## src/rtl/bpd_pkg.sv

```systemverilog
// shared types and constants for the bounded position deque
package bpd_pkg;

	localparam int CAPACITY_DEF = 256;
	localparam int CMD_W        = 3;
	localparam int COORD_W      = 8;
	localparam int INDEX_W      = 8;
	localparam int COUNT_W      = 9;
	localparam int QUEUE_DEPTH  = 2;

	// command codes as they arrive on the request channel
	typedef enum logic [CMD_W-1:0] {
		CMD_INS_HEAD = 3'd0,
		CMD_INS_TAIL = 3'd1,
		CMD_REM_HEAD = 3'd2,
		CMD_REM_TAIL = 3'd3,
		CMD_QUERY    = 3'd4
	} cmd_t;

	// decoded operation handed from the front to the back
	typedef enum logic [2:0] {
		OP_INS_HEAD,
		OP_INS_TAIL,
		OP_REM_HEAD,
		OP_REM_TAIL,
		OP_QUERY,
		OP_NOP
	} op_kind_t;

	typedef struct packed {
		logic [COORD_W-1:0] glyph;
		logic [COORD_W-1:0] y;
		logic [COORD_W-1:0] x;
	} entry_t;

	typedef struct packed {
		op_kind_t           kind;
		entry_t             entry;
		logic [INDEX_W-1:0] read_index;
	} op_t;

	typedef enum logic [2:0] {
		BK_IDLE,
		BK_RD_HEAD,
		BK_RD_TAIL,
		BK_RD_ITEM,
		BK_CAPTURE,
		BK_PUSH
	} back_state_t;

endpackage

```

## src/rtl/bpd_fifo.sv

```systemverilog
// short operation queue between the front and the back
module bpd_fifo (
	input  logic         clk,
	input  logic         arst_n,
	input  logic         push_valid,
	output logic         push_ready,
	input  bpd_pkg::op_t push_op,
	output logic         pop_valid,
	input  logic         pop_ready,
	output bpd_pkg::op_t pop_op
);
	import bpd_pkg::*;

	localparam int PTR_W = (QUEUE_DEPTH > 1) ? $clog2(QUEUE_DEPTH) : 1;
	localparam int CNT_W = $clog2(QUEUE_DEPTH + 1);
	localparam logic [PTR_W-1:0] LAST_PTR  = PTR_W'(QUEUE_DEPTH - 1);
	localparam logic [CNT_W-1:0] DEPTH_CNT = CNT_W'(QUEUE_DEPTH);

	op_t              slot_q [QUEUE_DEPTH];
	logic [PTR_W-1:0] wr_ptr_q;
	logic [PTR_W-1:0] rd_ptr_q;
	logic [CNT_W-1:0] count_q;
	logic             do_push;
	logic             do_pop;

	assign push_ready = count_q != DEPTH_CNT;
	assign pop_valid  = count_q != '0;
	assign pop_op     = slot_q[rd_ptr_q];
	assign do_push    = push_valid && push_ready;
	assign do_pop     = pop_valid && pop_ready;

	always_ff @(posedge clk or negedge arst_n) begin
		if (!arst_n) begin
			wr_ptr_q <= '0;
			rd_ptr_q <= '0;
			count_q  <= '0;
		end else begin
			if (do_push) begin
				wr_ptr_q <= (wr_ptr_q == LAST_PTR) ? '0 : wr_ptr_q + PTR_W'(1);
			end
			if (do_pop) begin
				rd_ptr_q <= (rd_ptr_q == LAST_PTR) ? '0 : rd_ptr_q + PTR_W'(1);
			end
			if (do_push && !do_pop) begin
				count_q <= count_q + CNT_W'(1);
			end else if (do_pop && !do_push) begin
				count_q <= count_q - CNT_W'(1);
			end
		end
	end

	always_ff @(posedge clk) begin
		if (do_push) begin
			slot_q[wr_ptr_q] <= push_op;
		end
	end
endmodule

```

## config.mk

```make
export PLATFORM = sky130hd
export DESIGN_NAME = bpd_fifo
export DESIGN_NICKNAME = d
export VERILOG_FILES = /design/src/rtl/bpd_pkg.sv /design/src/rtl/bpd_fifo.sv
export SDC_FILE = /design/constraint.sdc
export NUM_CORES = 1
export LEC_CHECK = 0
export BUFFER_PORTS_ARGS = -buffer_cell sky130_fd_sc_hd__buf_2
export CAP_MARGIN = 20
export CORE_MARGIN = 3
export CORE_UTILIZATION = 40
export DETAILED_ROUTE_END_ITERATION = 8
export PLACE_DENSITY = 0.59
export SLEW_MARGIN = 40
export SYNTH_ARGS = -nofsm -noshare
export SYNTH_HDL_FRONTEND = slang
export SYNTH_SLANG_ARGS = --single-unit
```

## constraint.sdc

```tcl
create_clock -name clk -period 2.8 [get_ports clk]
set_input_delay 0.14 -clock clk [delete_from_list [all_inputs] [get_ports clk]]
set_output_delay 0.14 -clock clk [all_outputs]
set_load 0.01 [all_outputs]
```

==> PnR_summary.wiki <==
{| class="wikitable"
! Metric !! Value
|-
| Buffers from clock root to sink, at most || 2
|-
| Mean instance size in the synthesized netlist || 22.6 sq um
|-
| Final worst path period need || 2010 ps
|-
| Endpoint class of the critical path || output pin
|-
| Die X-Extent || between 90 and 100 um
|-
| Chip height || ~90 um
|-
| Number of ports placed on the die boundary || 76
|-
| Worst Path Required || roughly 2700 ps
|-
| Final hold vios || 0
|-
| Largest fanout on the critical path || 18
|-
| Pwr/cell area || between 900 and 1000 nW/um^2
|-
| Synth top area cells || edfxtp_1 (73%), mux2_4 (15%), dfrtp_1 (3.5%)
|-
| Total routed wirelength || a little under 5 mm
|-
| CTS-repair resized insts || 0
|-
| Arrival @ worst endpoint || 1870 ps
|-
| Nets in the synthesized netlist || roughly 170
|-
| Number of buffers added by the clock tree synthesis step || 9
|-
| Aggregate global routing overflow || 0
|-
| Residual DRC count || 0
|-
| RSZ-0062 raised after global routing || no
|-
| Startpoint class of the critical path || flop
|-
| Per-cell via count in the routed design || about 4.3
|-
| Diode insertion count for antenna repair || 0
|-
| Final GP Congestion || approximately 0.7
|-
| Detailed-router iteration count before antenna repair || 4
|-
| Slew Viols, Final || 0
|-
| Cell Area, Synth || between 2000 and 3000 sq um
|-
| Post-layout nets || approximately 280
|-
| Area inside the core boundary || between 6000 and 7000 sq um
|-
| Register bit total from synthesis || between 70 and 80
|-
| Final total negative setup slack || 0 ps
|-
| Initial Util || a little over two fifths
|-
| Detail Placement HPWL || between 3 and 4 mm
|-
| Vias in the first global route || 1557
|-
| Met3 routed wirelength || between 200 and 300 um
|-
| Clock slew seen by the registers of the worst setup and hold paths || roughly 70 ps
|-
| Ratio of cells with drive above 1 in the final layout || between 50% and 60%
|-
| Worst clock skew || 9.26 ps
|-
| Routed vias || roughly 1500
|-
| Class of the most critical hold timing path || in2reg
|-
| Routed length on met1 || 1.99 mm
|-
| Count of H-tree levels built during CTS || 3
|-
| Number of cell rows || 30
|-
| Iter 0 DRT Violations || 67
|-
| Die area || 8230 sq um
|-
| Top routing layer in use || met4
|-
| Count of clock tree sinks || 74
|-
| Final Setup Violations || 0
|-
| Proportion of netlist area held by the largest area contributor || between 70% and 80%
|-
| Number of warning messages in the yosys log || 0
|-
| Headroom to the max-slew limit || 64.0%
|-
| Number of buffers added for setup after CTS || 0
|-
| Fill cells || between 500 and 600
|-
| Worst-skew pair later-pin latency || around 320 ps
|-
| Post-synthesis cell count || between 100 and 150
|-
| Pin count of the biggest net entering global routing || 36
|-
| Initial antenna violation count || 0
|-
| Synthesis-to-finish area growth || 34.4%
|-
| Antenna Nets Post-Route || 0
|-
| Classification of the worst setup path || reg2out
|-
| Number of distinct library cells after synthesis || 15
|-
| Average wire length per cell after detail routing || 14.2 um
|-
| Highest ir drop seen on vdd || ~570 uV
|-
| Root buf cell || clkbuf_8
|-
| Global-route usage over all layers || between 10% and 20%
|-
| Highest Clock Rate || between 0.4 and 0.5 GHz
|-
| Outcome || completed
|-
| Wire length of the first global-routing pass || 7.59 mm
|-
| Share of synthesized area occupied by flip-flops and latches || 76.7%
|-
| TritonCTS clock tree || done
|-
| Number of buffers inserted by port buffering || 75
|-
| Leakage power || around 1.6 nW
|-
| Largest area contributor in the synthesized netlist || edfxtp_1
|-
| Max-capacitance violation count || 0
|-
| Fin crit share || 71.8%
|-
| Post-route worst hold slack || around 18 ps
|-
| Worst-margin pin slew || approximately 540 ps
|-
| Metal2 WL || between 2 and 3 mm
|}
## timing repair
item                       CTS  global route
setup endpoints to repair    0             0
hold buffers                27             2
hold endpoints to repair    54             4
## logic make-up after synthesis
family / Yosys count / synth area share (%)
flops: 74 / 76.7
simple gates: 7 / 1.18
xor+xnor: 5 / 1.53
mux: 35 / 17.5
fa+ha+maj: 1 / 0.436
buf+inv: 5 / 2.62
## routing by layer
metal	vias to the layer above	GRT usage, %
li1	717	-
met1	699	14.0
met2	50	20.4
met3	9	3.58
met4	0	5.36
met5	-	0
## worst paths after layout
| path | start | to | cells after the start | slack, ps |
|---|---|---|---|---|
| hold reg to reg | count_q[1]$_DFFE_PN0P_ | count_q[1]$_DFFE_PN0P_ | 1 | 510 |
| hold / removal | push_op[12] | slot_q[0][12]$_DFFE_PP_ | 1 | 20 |
| setup / recovery | rd_ptr_q$_DFFE_PN0P_ | pop_op[20] | 3 | 790 |
| max in group asynchronous | arst_n | rd_ptr_q$_DFFE_PN0P_ | 2 | 2500 |
| setup reg to reg | count_q[0]$_DFFE_PN0P_ | slot_q[0][4]$_DFFE_PP_ | 4 | 1160 |
| min in group asynchronous | arst_n | count_q[0]$_DFFE_PN0P_ | 2 | 150 |
## metrics by stage
stage	util [%]	total power [W]	setup WS, ps	area (sq um)	instances
after detailed placement	48.4	0.00286	1050	3330	297
final	56.2	0.00377	788	3860	342
after global routing	56.2	0.00398	659	3860	342
after global placement	48.4	0.00283	1130	3330	297
after floorplan	-	0.00254	195	2870	127
after CTS	55.8	0.00383	732	3830	340
## cells in the final DEF (no fill, tap or decap)
cell / instances
edfxtp_1: 70
ha_1: 1
inv_1: 1
xor2_1: 2
buf_2: 75
nor2_4: 1
xnor2_1: 3
nand2_1: 2
or2_1: 1
mux2_2: 6
bufinv_16: 2
clkinvlp_4: 1
nor2_1: 1
clkbuf_8: 12
nand2b_1: 1
dfrtp_2: 1
dfrtp_1: 3
and3_4: 1
buf_4: 3
mux2_4: 29
clkinv_2: 1
dlygate4sd3_1: 29
## final cells by class
class / count / area [sq um] / area share [%]
Sequential cell: 74 / 2200 / 57.1
Timing Repair Buffer: 107 / 688 / 17.8
Multi-Input combinational cell: 48 / 606 / 15.7
Clock buffer: 12 / 165 / 4.28
Tap cell: 96 / 120 / 3.11
Clock inverter: 4 / 72.6 / 1.88
Inverter: 1 / 3.75 / 0.0973
## sequential cells by signal, summed over array words and instances (netlist names)
signal and flops:
rd_ptr_q 1, wr_ptr_q 1, count_q 2, slot_q 70
## critical path, cell delays in order (launching register included)
cell     delay, ps
dfrtp_2        710
buf_4          330
mux2_2         360
buf_2          140
## power breakdown
part | internal [W] | switching, W
clock network | 0.000573 | 0.000356
logic | 0.000639 | 0.000539
registers | 0.00152 | 0.000145
## synth_stat cells (all sizes together)
master,instances
nor2,2
dfrtp,4
and3,1
or2,1
inv,1
xnor2,3
xor2,2
nand2b,1
mux2,35
buf,4
edfxtp,70
nand2,2
ha,1
(Power assumes the default switching activity.)
