File: src/rtl/bpd_pkg.sv
// shared types and constants for the bounded position deque
package bpd_pkg;

	localparam int CAPACITY_DEF = 256;
	localparam int CMD_W        = 3;
	localparam int COORD_W      = 8;
	localparam int INDEX_W      = 8;
	localparam int COUNT_W      = 9;
	localparam int QUEUE_DEPTH  = 2;

	// command codes as they arrive on the request channel
	typedef enum logic [CMD_W-1:0] {
		CMD_INS_HEAD = 3'd0,
		CMD_INS_TAIL = 3'd1,
		CMD_REM_HEAD = 3'd2,
		CMD_REM_TAIL = 3'd3,
		CMD_QUERY    = 3'd4
	} cmd_t;

	// decoded operation handed from the front to the back
	typedef enum logic [2:0] {
		OP_INS_HEAD,
		OP_INS_TAIL,
		OP_REM_HEAD,
		OP_REM_TAIL,
		OP_QUERY,
		OP_NOP
	} op_kind_t;

	typedef struct packed {
		logic [COORD_W-1:0] glyph;
		logic [COORD_W-1:0] y;
		logic [COORD_W-1:0] x;
	} entry_t;

	typedef struct packed {
		op_kind_t           kind;
		entry_t             entry;
		logic [INDEX_W-1:0] read_index;
	} op_t;

	typedef enum logic [2:0] {
		BK_IDLE,
		BK_RD_HEAD,
		BK_RD_TAIL,
		BK_RD_ITEM,
		BK_CAPTURE,
		BK_PUSH
	} back_state_t;

endpackage

File: src/rtl/bpd_if.sv
// request and response channel interfaces of the deque
interface bpd_req_if;
	import bpd_pkg::*;

	logic               valid;
	logic               ready;
	logic [CMD_W-1:0]   cmd;
	logic [COORD_W-1:0] pos_x;
	logic [COORD_W-1:0] pos_y;
	logic [COORD_W-1:0] glyph;
	logic [INDEX_W-1:0] read_index;

	modport source (output valid, cmd, pos_x, pos_y, glyph, read_index, input ready);
	modport sink (input valid, cmd, pos_x, pos_y, glyph, read_index, output ready);
endinterface


File: src/rtl/bpd_front.sv
// front end: takes requests, decodes the command and packs the entry
module bpd_front (
	input  logic          clk,
	input  logic          arst_n,
	bpd_req_if.sink       req,
	output logic          push_valid,
	input  logic          push_ready,
	output bpd_pkg::op_t  push_op
);
	import bpd_pkg::*;

	logic valid_s1;
	op_t  op_s1;
	op_t  op_dec;

	always_comb begin
		op_dec.entry      = '{glyph: req.glyph, y: req.pos_y, x: req.pos_x};
		op_dec.read_index = req.read_index;
		case (cmd_t'(req.cmd))
			CMD_INS_HEAD: op_dec.kind = OP_INS_HEAD;
			CMD_INS_TAIL: op_dec.kind = OP_INS_TAIL;
			CMD_REM_HEAD: op_dec.kind = OP_REM_HEAD;
			CMD_REM_TAIL: op_dec.kind = OP_REM_TAIL;
			CMD_QUERY:    op_dec.kind = OP_QUERY;
			default:      op_dec.kind = OP_NOP;
		endcase
	end

	assign req.ready  = !valid_s1 || push_ready;
	assign push_valid = valid_s1;
	assign push_op    = op_s1;

	always_ff @(posedge clk or negedge arst_n) begin
		if (!arst_n) begin
			valid_s1 <= 1'b0;
		end else if (req.valid && req.ready) begin
			valid_s1 <= 1'b1;
		end else if (push_ready) begin
			valid_s1 <= 1'b0;
		end
	end

	always_ff @(posedge clk) begin
		if (req.valid && req.ready) begin
			op_s1 <= op_dec;
		end
	end
endmodule

File: src/flat_wrapper.sv
// flat-port wrapper written by rule: the top's interface ports become plain ports
module bpd_front_flat import bpd_pkg::*;
  (clk, arst_n, push_valid, push_ready, push_op, req_valid, req_cmd, req_pos_x, req_pos_y, req_glyph, req_read_index, req_ready);
  bpd_req_if req_i ();
  input  logic clk;
  input  logic arst_n;
  output logic push_valid;
  input  logic push_ready;
  output bpd_pkg::op_t push_op;
  input wire logic [$bits(req_i.valid)-1:0] req_valid;
  input wire logic [$bits(req_i.cmd)-1:0] req_cmd;
  input wire logic [$bits(req_i.pos_x)-1:0] req_pos_x;
  input wire logic [$bits(req_i.pos_y)-1:0] req_pos_y;
  input wire logic [$bits(req_i.glyph)-1:0] req_glyph;
  input wire logic [$bits(req_i.read_index)-1:0] req_read_index;
  output wire logic [$bits(req_i.ready)-1:0] req_ready;
  assign req_i.valid = req_valid;
  assign req_i.cmd = req_cmd;
  assign req_i.pos_x = req_pos_x;
  assign req_i.pos_y = req_pos_y;
  assign req_i.glyph = req_glyph;
  assign req_i.read_index = req_read_index;
  assign req_ready = req_i.ready;
  bpd_front u_core (.clk(clk), .arst_n(arst_n), .req(req_i), .push_valid(push_valid), .push_ready(push_ready), .push_op(push_op));
endmodule
File: config.mk
export PLATFORM = sky130hd
export DESIGN_NAME = bpd_front_flat
export DESIGN_NICKNAME = d
export VERILOG_FILES = /design/src/rtl/bpd_pkg.sv /design/src/rtl/bpd_if.sv /design/src/rtl/bpd_front.sv /design/src/flat_wrapper.sv
export SDC_FILE = /design/constraint.sdc
export NUM_CORES = 1
export LEC_CHECK = 0
export BUFFER_PORTS_ARGS = -buffer_cell sky130_fd_sc_hd__buf_4
export CORE_MARGIN = 3
export CORE_UTILIZATION = 25
export CTS_CLUSTER_DIAMETER = 50
export DETAILED_ROUTE_END_ITERATION = 8
export PLACE_DENSITY = 0.53
export SKIP_CTS_REPAIR_TIMING = 1
export SYNTH_ARGS = -nofsm -noshare
export SYNTH_HDL_FRONTEND = slang
export SYNTH_SLANG_ARGS = --single-unit
File: constraint.sdc
create_clock -name clk -period 1.61 [get_ports clk]
set_input_delay 0.0805 -clock clk [delete_from_list [all_inputs] [get_ports clk]]
set_output_delay 0.0805 -clock clk [all_outputs]
set_load 0.1 [all_outputs]
==> results.py, run 1 <==
metrics = {
    "critical_path": {
        "criticalPathCategory": "flop to flop",
        "critPathCaptureType": "flop",
        "r2r_end": "u_core.push_op[28]",
        "start_kind": "flop",
        "slowest_delay_ns": 0.49,
        "crit_end": "u_core.push_op[28]",
        "cpMaxStageDelayCell": "dfrtp_4",
        "setup.worst_path.start": "u_core.push_valid",
        "cp.arrival_ns": 1.19,
        "crit_path_max_fanout": 35,
        "r2r_setup_slack_ns": 0.39,
        "rr_startpoint": "u_core.push_valid",
        "rr_worst_depth": 3,
        "crit_chain": "nand2b_4 > and2_4 > buf_12",
        "worst-endpoint-required_ns": 1.58,
    },
    "layout": {
        "multi_input_area_sq_um": 42.5,
        "stdcell_area_sq_mm": 0.00219,
        "finalNetCount": 197,
        "num-fill-cells": 340,
        "regArea_sq_mm": 0.00108,
        "antenna_cells": 0,
        "area_growth_pct": 95.0,
        "final_layout_size_suffix_gt1_frac": 0.528,
    },
    "global_routing": {
        "grt_pass1_vias": 710,
        "gr-total-overflow": 0,
        "antenna_found_initial": 0,
        "grt_pass1_wl_mm": 3.41,
        "track_usage": 0.0893,
        "grt_max_degree": 36,
    },
    "hold_path": {
        "min_path_type": "input port to flop",
        "worstHoldStart": "req_valid",
    },
    "yosys": {
        "synth_cell_types": 8,
        "synth_area_sq_mm": 0.00112,
        "yosysWarnings": 0,
        "syn-num-nets": 81,
        "ys_seq_elements": 36,
        "syn_inst": 42,
        "yosysSeqAreaShare": 0.959,
        "avgSynthCellArea_sq_um": 26.7,
    },
    "timing": {
        "setup_violations": 0,
        "rsz0062_at_grt": "false",
        "finalSetupTns_ns": 0,
        "post-route-min-period_ns": 1.22,
        "worst_pin_slew_ns": 0.290,
        "min_period_over_period": 0.758,
        "maxSlewHeadroom": 0.809,
        "clock.fmax_mhz": 820,
        "hold_viol_final": 0,
        "finClkSkew_ns": 0.00258,
        "slew_violations": 0,
        "hold_slack_ns": 0.0152,
    },
    "routing": {
        "routed.top_layer": "met4",
        "vias_per_cell": 3.85,
        "wl_met2_mm": 1.29,
        "antenna_left": 0,
        "first_iter_violations": 39,
        "via_count": 805,
        "wl_met3_microns": 254,
        "wl_mm": 2.50,
        "wl_per_cell_microns": 11.9,
        "drc_errors": 0,
        "wl_met1_microns": 928,
        "firstDrtPassIters": 2,
    },
    "run_status": {
        "status": "finished, final reports clean",
    },
    "clock_tree": {
        "cts_made_buffers": 5,
        "cts_root_buf": "clkbuf_8",
        "clock_sinks": 36,
        "cts-htree-levels": 2,
        "clk_pin_slew_worst_paths_ns": 0.06,
        "insertion_delay_ns": 0.27,
        "clk_path_buf_depth": 2,
        "tritoncts": "yes",
    },
    "placed_design": {
        "io_buffer_count": 75,
        "placed_area_sq_mm": 0.00177,
        "gp_congestion": 0.622,
        "dp_hpwl_mm": 1.80,
    },
    "die": {
        "num_rows": 23,
        "die_w_microns": 73,
        "initial_utilization": 0.269,
        "boundaryPins": 76,
        "die_h_microns": 73,
        "die_area_sq_mm": 0.00533,
        "core_area_sq_mm": 0.00417,
    },
    "power": {
        "leakage_uw": 0.000918,
        "vdd_drop_max_mv": 0.532,
        "power_density_mw_per_mm2": 1050,
    },
    "run": {
        "max_cap_violations": 0,
    },
}
==> metal layers <==
metal / GRT usage / vias up
li1: - / 394
met1: 0.0966 / 357
met2: 0.136 / 51
met3: 0.0606 / 3
met4: 0.0369 / 0
met5: 0 / -
==> worst max-delay path, delay by kind of cell, from the launching register on <==
kind | cells | cell delay, ns
and+or+nand+nor | 2 | 0.22
buffers and inverters | 1 | 0.20
DFF | 1 | 0.49
==> placed cells by master (no fill, tap or decap) <==
cell / netlist / final
buf_4: 0 / 75
edfxtp_1: 35 / 35
dlygate4sd3_1: 0 / 34
clkbuf_8: 0 / 5
clkbuf_1: 1 / 2
a21o_1: 1 / 1
nor2b_1: 1 / 1
nand2b_4: 1 / 1
and2_4: 1 / 1
nand2b_1: 1 / 1
clkinv_1: 0 / 1
buf_12: 0 / 1
dfrtp_4: 0 / 1
==> stage by stage <==
| stage | power (uW) | cells | utilization | setup WS, ns |
|---|---|---|---|---|
| floorplan | 1520 | 42 | - | -0.101 |
| global placement | 1680 | 167 | 0.424 | 0.405 |
| detailed placement | 1690 | 167 | 0.424 | 0.384 |
| CTS | 2280 | 175 | 0.443 | 0.372 |
| global route | 2410 | 209 | 0.524 | 0.341 |
| finish | 2310 | 209 | 0.524 | 0.390 |
==> report_power, final <==
group / total, uW / switching (uW) / internal, uW / leakage [uW]
registers: 1110 / 14.5 / 1090 / 0.000344
logic: 621 / 436 / 185 / 0.000535
clock network: 580 / 279 / 301 / 0.0000399
total: 2310 / 729 / 1580 / 0.000918
==> cell type report <==
| cell class | count | share of cell area |
|---|---|---|
| clock inverters | 1 | 0.00172 |
| flip-flops and latches | 36 | 0.493 |
| well taps | 50 | 0.0286 |
| repair buffers | 110 | 0.422 |
| clock buffers | 7 | 0.0349 |
| multi-input cells | 5 | 0.0194 |
==> registers in the layout (all words and copies together), names as in the netlist <==
signal,flops
u_core.push_op,35
u_core.push_valid,1
==> Yosys cell counts (all sizes together) <==
| cell | count | area [sq um] |
|---|---|---|
| and2 | 1 | 8.76 |
| a21o | 1 | 7.51 |
| nor2b | 1 | 6.26 |
| edfxtp | 35 | 1050 |
| nand2b | 2 | 20.0 |
| dfrtp | 1 | 25.0 |
| clkbuf | 1 | 3.75 |
==> how the worst min path moves through the flow <==
| stage | slack [ns] | depth (start not counted) | end |
|---|---|---|---|
| floorplan | -0.22 | 0 | u_core.push_valid |
| finish | 0.02 | 2 | u_core.push_valid |
| CTS | -0.45 | 1 | u_core.push_valid |
| detailed placement | -0.14 | 1 | u_core.push_valid |
| global route | 0.01 | 2 | u_core.push_valid |
| global placement | -0.14 | 1 | u_core.push_valid |
==> kinds of logic (layout without fill, tap and decap cells) <==
logic type	Yosys count	after routing	share of synthesized area
AND/OR/NAND/NOR	4	4	0.0312
buffers and inverters	1	118	0.00334
flip-flops	36	36	0.959
AO/OA/AOI/OAI	1	1	0.00669
Note: power is estimated with default switching activity, not from simulation.
==> run 2: changes to the inputs <==
==> constraint.sdc (replaced) <==
create_clock -name clk -period 1.17 [get_ports clk]
set_input_delay 0.0585 -clock clk [delete_from_list [all_inputs] [get_ports clk]]
set_output_delay 0.0585 -clock clk [all_outputs]
set_load 0.1 [all_outputs]
==> run 2 against run 1 <==
Non-clock buffer count is 3 higher. Via count increased by 0.75%. Fmax increased by 2.2%. Sequential share of layout area shrank 1.2 points. Largest power group unchanged. Highest routed layer is now met3. First-iteration DRC count down 7.7%. The run now ends with negative setup slack left.
==> results.py, run 2 (same netlist as run 1, synthesis figures left out) <==
metrics = {
    "critical_path": {
        "worst-endpoint-required_ns": 1.16,
        "slowest_delay_ns": 0.49,
        "start_kind": "flop",
        "cpMaxStageDelayCell": "dfrtp_4",
        "crit_path_max_fanout": 20,
        "crit_chain": "nand2b_4 > and2_4 > buf_12",
        "cp.arrival_ns": 1.18,
        "criticalPathCategory": "flop to flop",
        "critPathCaptureType": "flop",
    },
    "die": {
        "die_h_microns": 73,
        "boundaryPins": 76,
        "die_w_microns": 73,
        "core_area_sq_mm": 0.00417,
        "initial_utilization": 0.269,
        "die_area_sq_mm": 0.00533,
        "num_rows": 23,
    },
    "placed_design": {
        "placed_area_sq_mm": 0.00180,
        "io_buffer_count": 75,
        "gp_congestion": 0.616,
    },
    "timing": {
        "finalWorstSetupSlack_ns": -0.0237,
        "finalSetupTns_ns": -0.512,
        "rsz0062_at_grt": "true",
        "setup_violations": 36,
        "clock.fmax_mhz": 838,
        "min_period_over_period": 1.02,
        "hold_viol_final": 0,
        "slew_violations": 0,
        "finClkSkew_ns": 0.00526,
        "worst_pin_slew_ns": 0.291,
        "post-route-min-period_ns": 1.19,
        "maxSlewHeadroom": 0.807,
    },
    "global_routing": {
        "gr-total-overflow": 0,
        "use_met3": 0.0523,
        "met1_usage": 0.0995,
        "use_met2": 0.132,
        "grt_max_degree": 21,
        "antenna_found_initial": 0,
        "gr-max-usage-layer": "met2",
        "grt_pass1_vias": 766,
        "grt_pass1_wl_mm": 3.46,
        "track_usage": 0.0891,
    },
    "routing": {
        "wl_per_cell_microns": 12.6,
        "firstDrtPassIters": 3,
        "wl_mm": 2.67,
        "via_count": 811,
        "drc_errors": 0,
        "antenna_left": 0,
        "vias_per_cell": 3.83,
        "first_iter_violations": 36,
    },
    "power": {
        "p_int_uw": 2180,
        "pwr-share-seq": 0.472,
        "switching_share": 0.323,
        "vdd_drop_max_mv": 0.796,
        "power_density_mw_per_mm2": 1440,
        "p_switching_uw": 1040,
        "p_total_uw": 3220,
        "leakage_uw": 0.000948,
        "clockPowerShare": 0.253,
        "combPwrFrac": 0.275,
    },
    "run_status": {
        "status": "finished with violations",
        "violations": "negative setup slack",
    },
    "layout": {
        "final_layout_size_suffix_gt1_frac": 0.543,
        "mostFrequentLayoutCells": "buf_4 (74), dlygate4sd3_1 (35), edfxtp_1 (35), clkbuf_8 (5), buf_12 (3)",
        "antenna_cells": 0,
        "finalNetCount": 200,
        "multi_input_area_sq_um": 42.5,
        "num-fill-cells": 347,
        "regArea_sq_mm": 0.00108,
        "stdcell_area_sq_mm": 0.00224,
        "area_growth_pct": 100,
        "layout_commonest_cell": "buf_4",
        "largest_register_ffs": 35,
    },
    "hold_path": {
        "min_path_type": "input port to flop",
    },
    "clock_tree": {
        "clk_path_buf_depth": 2,
        "insertion_delay_ns": 0.28,
        "cts-htree-levels": 2,
        "clk_pin_slew_worst_paths_ns": 0.07,
        "tritoncts": "yes",
        "cts_root_buf": "clkbuf_8",
        "clock_sinks": 36,
        "cts_made_buffers": 5,
    },
    "run": {
        "max_cap_violations": 0,
    },
}
-- run 2: changes by cell type in the layout (fill, tap and decap cells not counted), sizes merged --
cell         previous run  this run
dlygate4sd3            34        35
clkinv                  1         3
clkbuf                  7         5
buf                    76        78
-- run 2: layer usage --
| layer | up-vias | part of all wire | wire, microns |
|---|---|---|---|
| met5 | - | 0 | 0 |
| met4 | 0 | 0 | 0 |
| met3 | 0 | 0.10 | 266 |
| met2 | 48 | 0.52 | 1380 |
| met1 | 364 | 0.38 | 1020 |
| li1 | 399 | - | - |
-- run 2: metrics by stage --
step	std cells	util	hold WS (ns)	setup slack [ns]
global placement	169	0.430	-0.165	0.00429
detailed placement	169	0.430	-0.164	-0.0133
global route	212	0.538	0.0241	-0.0561
CTS	177	0.450	-0.474	-0.126
finish	212	0.538	0.0262	-0.0237
floorplan	42	-	-0.237	-0.541
-- run 2: power groups by stage --
stage                     Sequential (uW)  Combinational, uW  Clock, uW
after floorplan                      2040               53.1          0
after global placement               1550                781          0
after detailed placement             1550                788          0
after CTS                            1520                788        847
after global routing                 1530                916        917
final                                1520                886        815
-- run 2: layout make-up --
class                   count  area share
clock buffers               5      0.0307
well taps                  50      0.0279
multi-input cells           5      0.0190
clock inverters             3     0.00613
repair buffers            113       0.435
flip-flops and latches     36       0.481
-- run 2: worst paths after layout --
path                                      end         startpoint  cells after the start  slack [ns]
max reg2reg                u_core.push_op[17]  u_core.push_valid                      3       -0.02
min reg2reg                 u_core.push_valid  u_core.push_valid                      3        0.71
min in group asynchronous   u_core.push_valid             arst_n                      2        0.07
max in group asynchronous   u_core.push_valid             arst_n                      2        1.00
max                        u_core.push_op[17]  u_core.push_valid                      3       -0.02
min                        u_core.push_op[32]         req_cmd[0]                      2        0.03
-- run 2: critical path: cells and delay by family, from the launching register on --
family | cells | cell delay (ns)
flip-flops | 1 | 0.49
buffers and inverters | 1 | 0.16
AND/OR/NAND/NOR | 2 | 0.25
==> run 3: changes to the inputs <==
--- a/config.mk
+++ b/config.mk
@@ -9,8 +9,10 @@
 export CORE_MARGIN = 3
 export CORE_UTILIZATION = 25
 export CTS_CLUSTER_DIAMETER = 50
+export CTS_CLUSTER_SIZE = 12
 export DETAILED_ROUTE_END_ITERATION = 8
 export PLACE_DENSITY = 0.53
+export RECOVER_POWER = 100
 export SKIP_CTS_REPAIR_TIMING = 1
 export SYNTH_ARGS = -nofsm -noshare
 export SYNTH_HDL_FRONTEND = slang
==> run 3 against run 2 <==
The run still ends with negative setup slack left. Clock-buffer cell count is the same. Total power fell by 0.36%. Sequential power hardly changed. Setup slack about the same. Fmax hardly changed. Clock power about the same. Critical endpoint unchanged.
==> results.py, run 3 (same netlist as run 1, synthesis figures left out) <==
metrics = {
    "run_status": {
        "status": "finished with violations",
        "violations": "negative setup slack",
    },
    "critical_path": {
        "slowest_delay_ns": 0.49,
        "crit_path_max_fanout": 20,
        "crit_family": "flip-flops",
        "worst-endpoint-required_ns": 1.16,
        "crit_chain": "nand2b_4 > and2_4 > buf_12",
        "cp.arrival_ns": 1.18,
        "cp_num_buf_inv": 1,
        "cpMaxStageDelayCell": "dfrtp_4",
        "criticalPathCategory": "flop to flop",
        "critPathCaptureType": "flop",
        "start_kind": "flop",
    },
    "hold_path": {
        "min_path_type": "input port to flop",
    },
    "timing": {
        "setup_violations": 36,
        "finalWorstSetupSlack_ns": -0.0234,
        "post-route-min-period_ns": 1.19,
        "slew_violations": 0,
        "rsz0062_at_grt": "true",
        "finClkSkew_ns": 0.00529,
        "hold_slack_ns": 0.0263,
        "min_period_over_period": 1.02,
        "hold_viol_final": 0,
        "clock.fmax_mhz": 838,
        "worst_pin_slew_ns": 0.291,
        "maxSlewHeadroom": 0.808,
    },
    "placed_design": {
        "io_buffer_count": 75,
        "placed_area_sq_mm": 0.00180,
        "gp_congestion": 0.616,
    },
    "layout": {
        "stdcell_area_sq_mm": 0.00224,
        "largest_register_ffs": 35,
        "area_growth_pct": 99.7,
        "mostFrequentLayoutCells": "buf_4 (40), dlygate4sd3_1 (35), edfxtp_1 (35), clkbuf_4 (33), clkbuf_8 (5)",
        "antenna_cells": 0,
        "final_layout_size_suffix_gt1_frac": 0.537,
        "layout_commonest_cell": "buf_4",
        "postLayoutCoreUtil": 0.537,
        "finalNetCount": 200,
    },
    "die": {
        "die_h_microns": 73,
        "boundaryPins": 76,
        "initial_utilization": 0.269,
        "num_rows": 23,
        "core_area_sq_mm": 0.00417,
        "die_area_sq_mm": 0.00533,
        "die_w_microns": 73,
    },
    "routing": {
        "via_count": 806,
        "wl_mm": 2.65,
        "vias_per_cell": 3.80,
        "firstDrtPassIters": 3,
        "wl_per_cell_microns": 12.5,
        "drc_errors": 0,
        "first_iter_violations": 33,
        "antenna_left": 0,
    },
    "power": {
        "power_density_mw_per_mm2": 1430,
        "leakage_uw": 0.000938,
        "vdd_drop_max_mv": 0.792,
        "p_total_uw": 3210,
    },
    "global_routing": {
        "grt_max_degree": 21,
        "track_usage": 0.0891,
        "grt_pass1_wl_mm": 3.46,
        "grt_pass1_vias": 766,
        "antenna_found_initial": 0,
        "gr-total-overflow": 0,
    },
    "clock_tree": {
        "clock_sinks": 36,
        "clk_path_buf_depth": 2,
        "cts-htree-levels": 2,
        "tritoncts": "yes",
        "insertion_delay_ns": 0.28,
        "cts_root_buf": "clkbuf_8",
        "clk_pin_slew_worst_paths_ns": 0.07,
        "cts_made_buffers": 5,
    },
    "run": {
        "max_cap_violations": 0,
    },
}
## run 3: cell count changes in the layout (fill, tap and decap cells not counted), sizes merged
cell and delta:
clkbuf +34, buf -34
## run 3: power by group
part           total [uW]  internal [uW]  switching [uW]
Clock                 813            403             409
Combinational         877            270             607
Sequential           1520           1500            19.2
## run 3: cell type report
cell class | instances | area, sq um
clock buffers | 5 | 68.8
well taps | 50 | 62.6
clock inverters | 3 | 13.8
multi-input cells | 5 | 42.5
fillers | 349 | 1930
flip-flops and latches | 36 | 1080
repair buffers | 113 | 973
## run 3: layer usage
layer	share of wire	up-vias	routed length, microns	GRT usage
met3	0.094	0	249	0.0523
met2	0.51	46	1360	0.132
li1	-	399	-	-
met4	0	0	0	0.0492
met5	0	-	0	0
met1	0.39	361	1040	0.0995
## run 3: worst paths after layout
path,from,endpoint,slack [ns],cells past startpoint
worst max-delay path,u_core.push_valid,u_core.push_op[17],-0.02,3
worst min-delay path,req_cmd[0],u_core.push_op[32],0.03,2
worst max register to register,u_core.push_valid,u_core.push_op[17],-0.02,3
worst min register to register,u_core.push_valid,u_core.push_valid,0.71,3
max in group asynchronous,arst_n,u_core.push_valid,0.99,2
min in group asynchronous,arst_n,u_core.push_valid,0.09,2
## run 3: stage by stage
step | std cells | TNS, ns | setup slack (ns)
detailed placement | 169 | -0.247 | -0.0133
global placement | 169 | 0 | 0.00429
floorplan | 42 | -18.93 | -0.541
global route | 212 | -1.60 | -0.0561
CTS | 177 | -0.652 | -0.126
finish | 212 | -0.509 | -0.0234
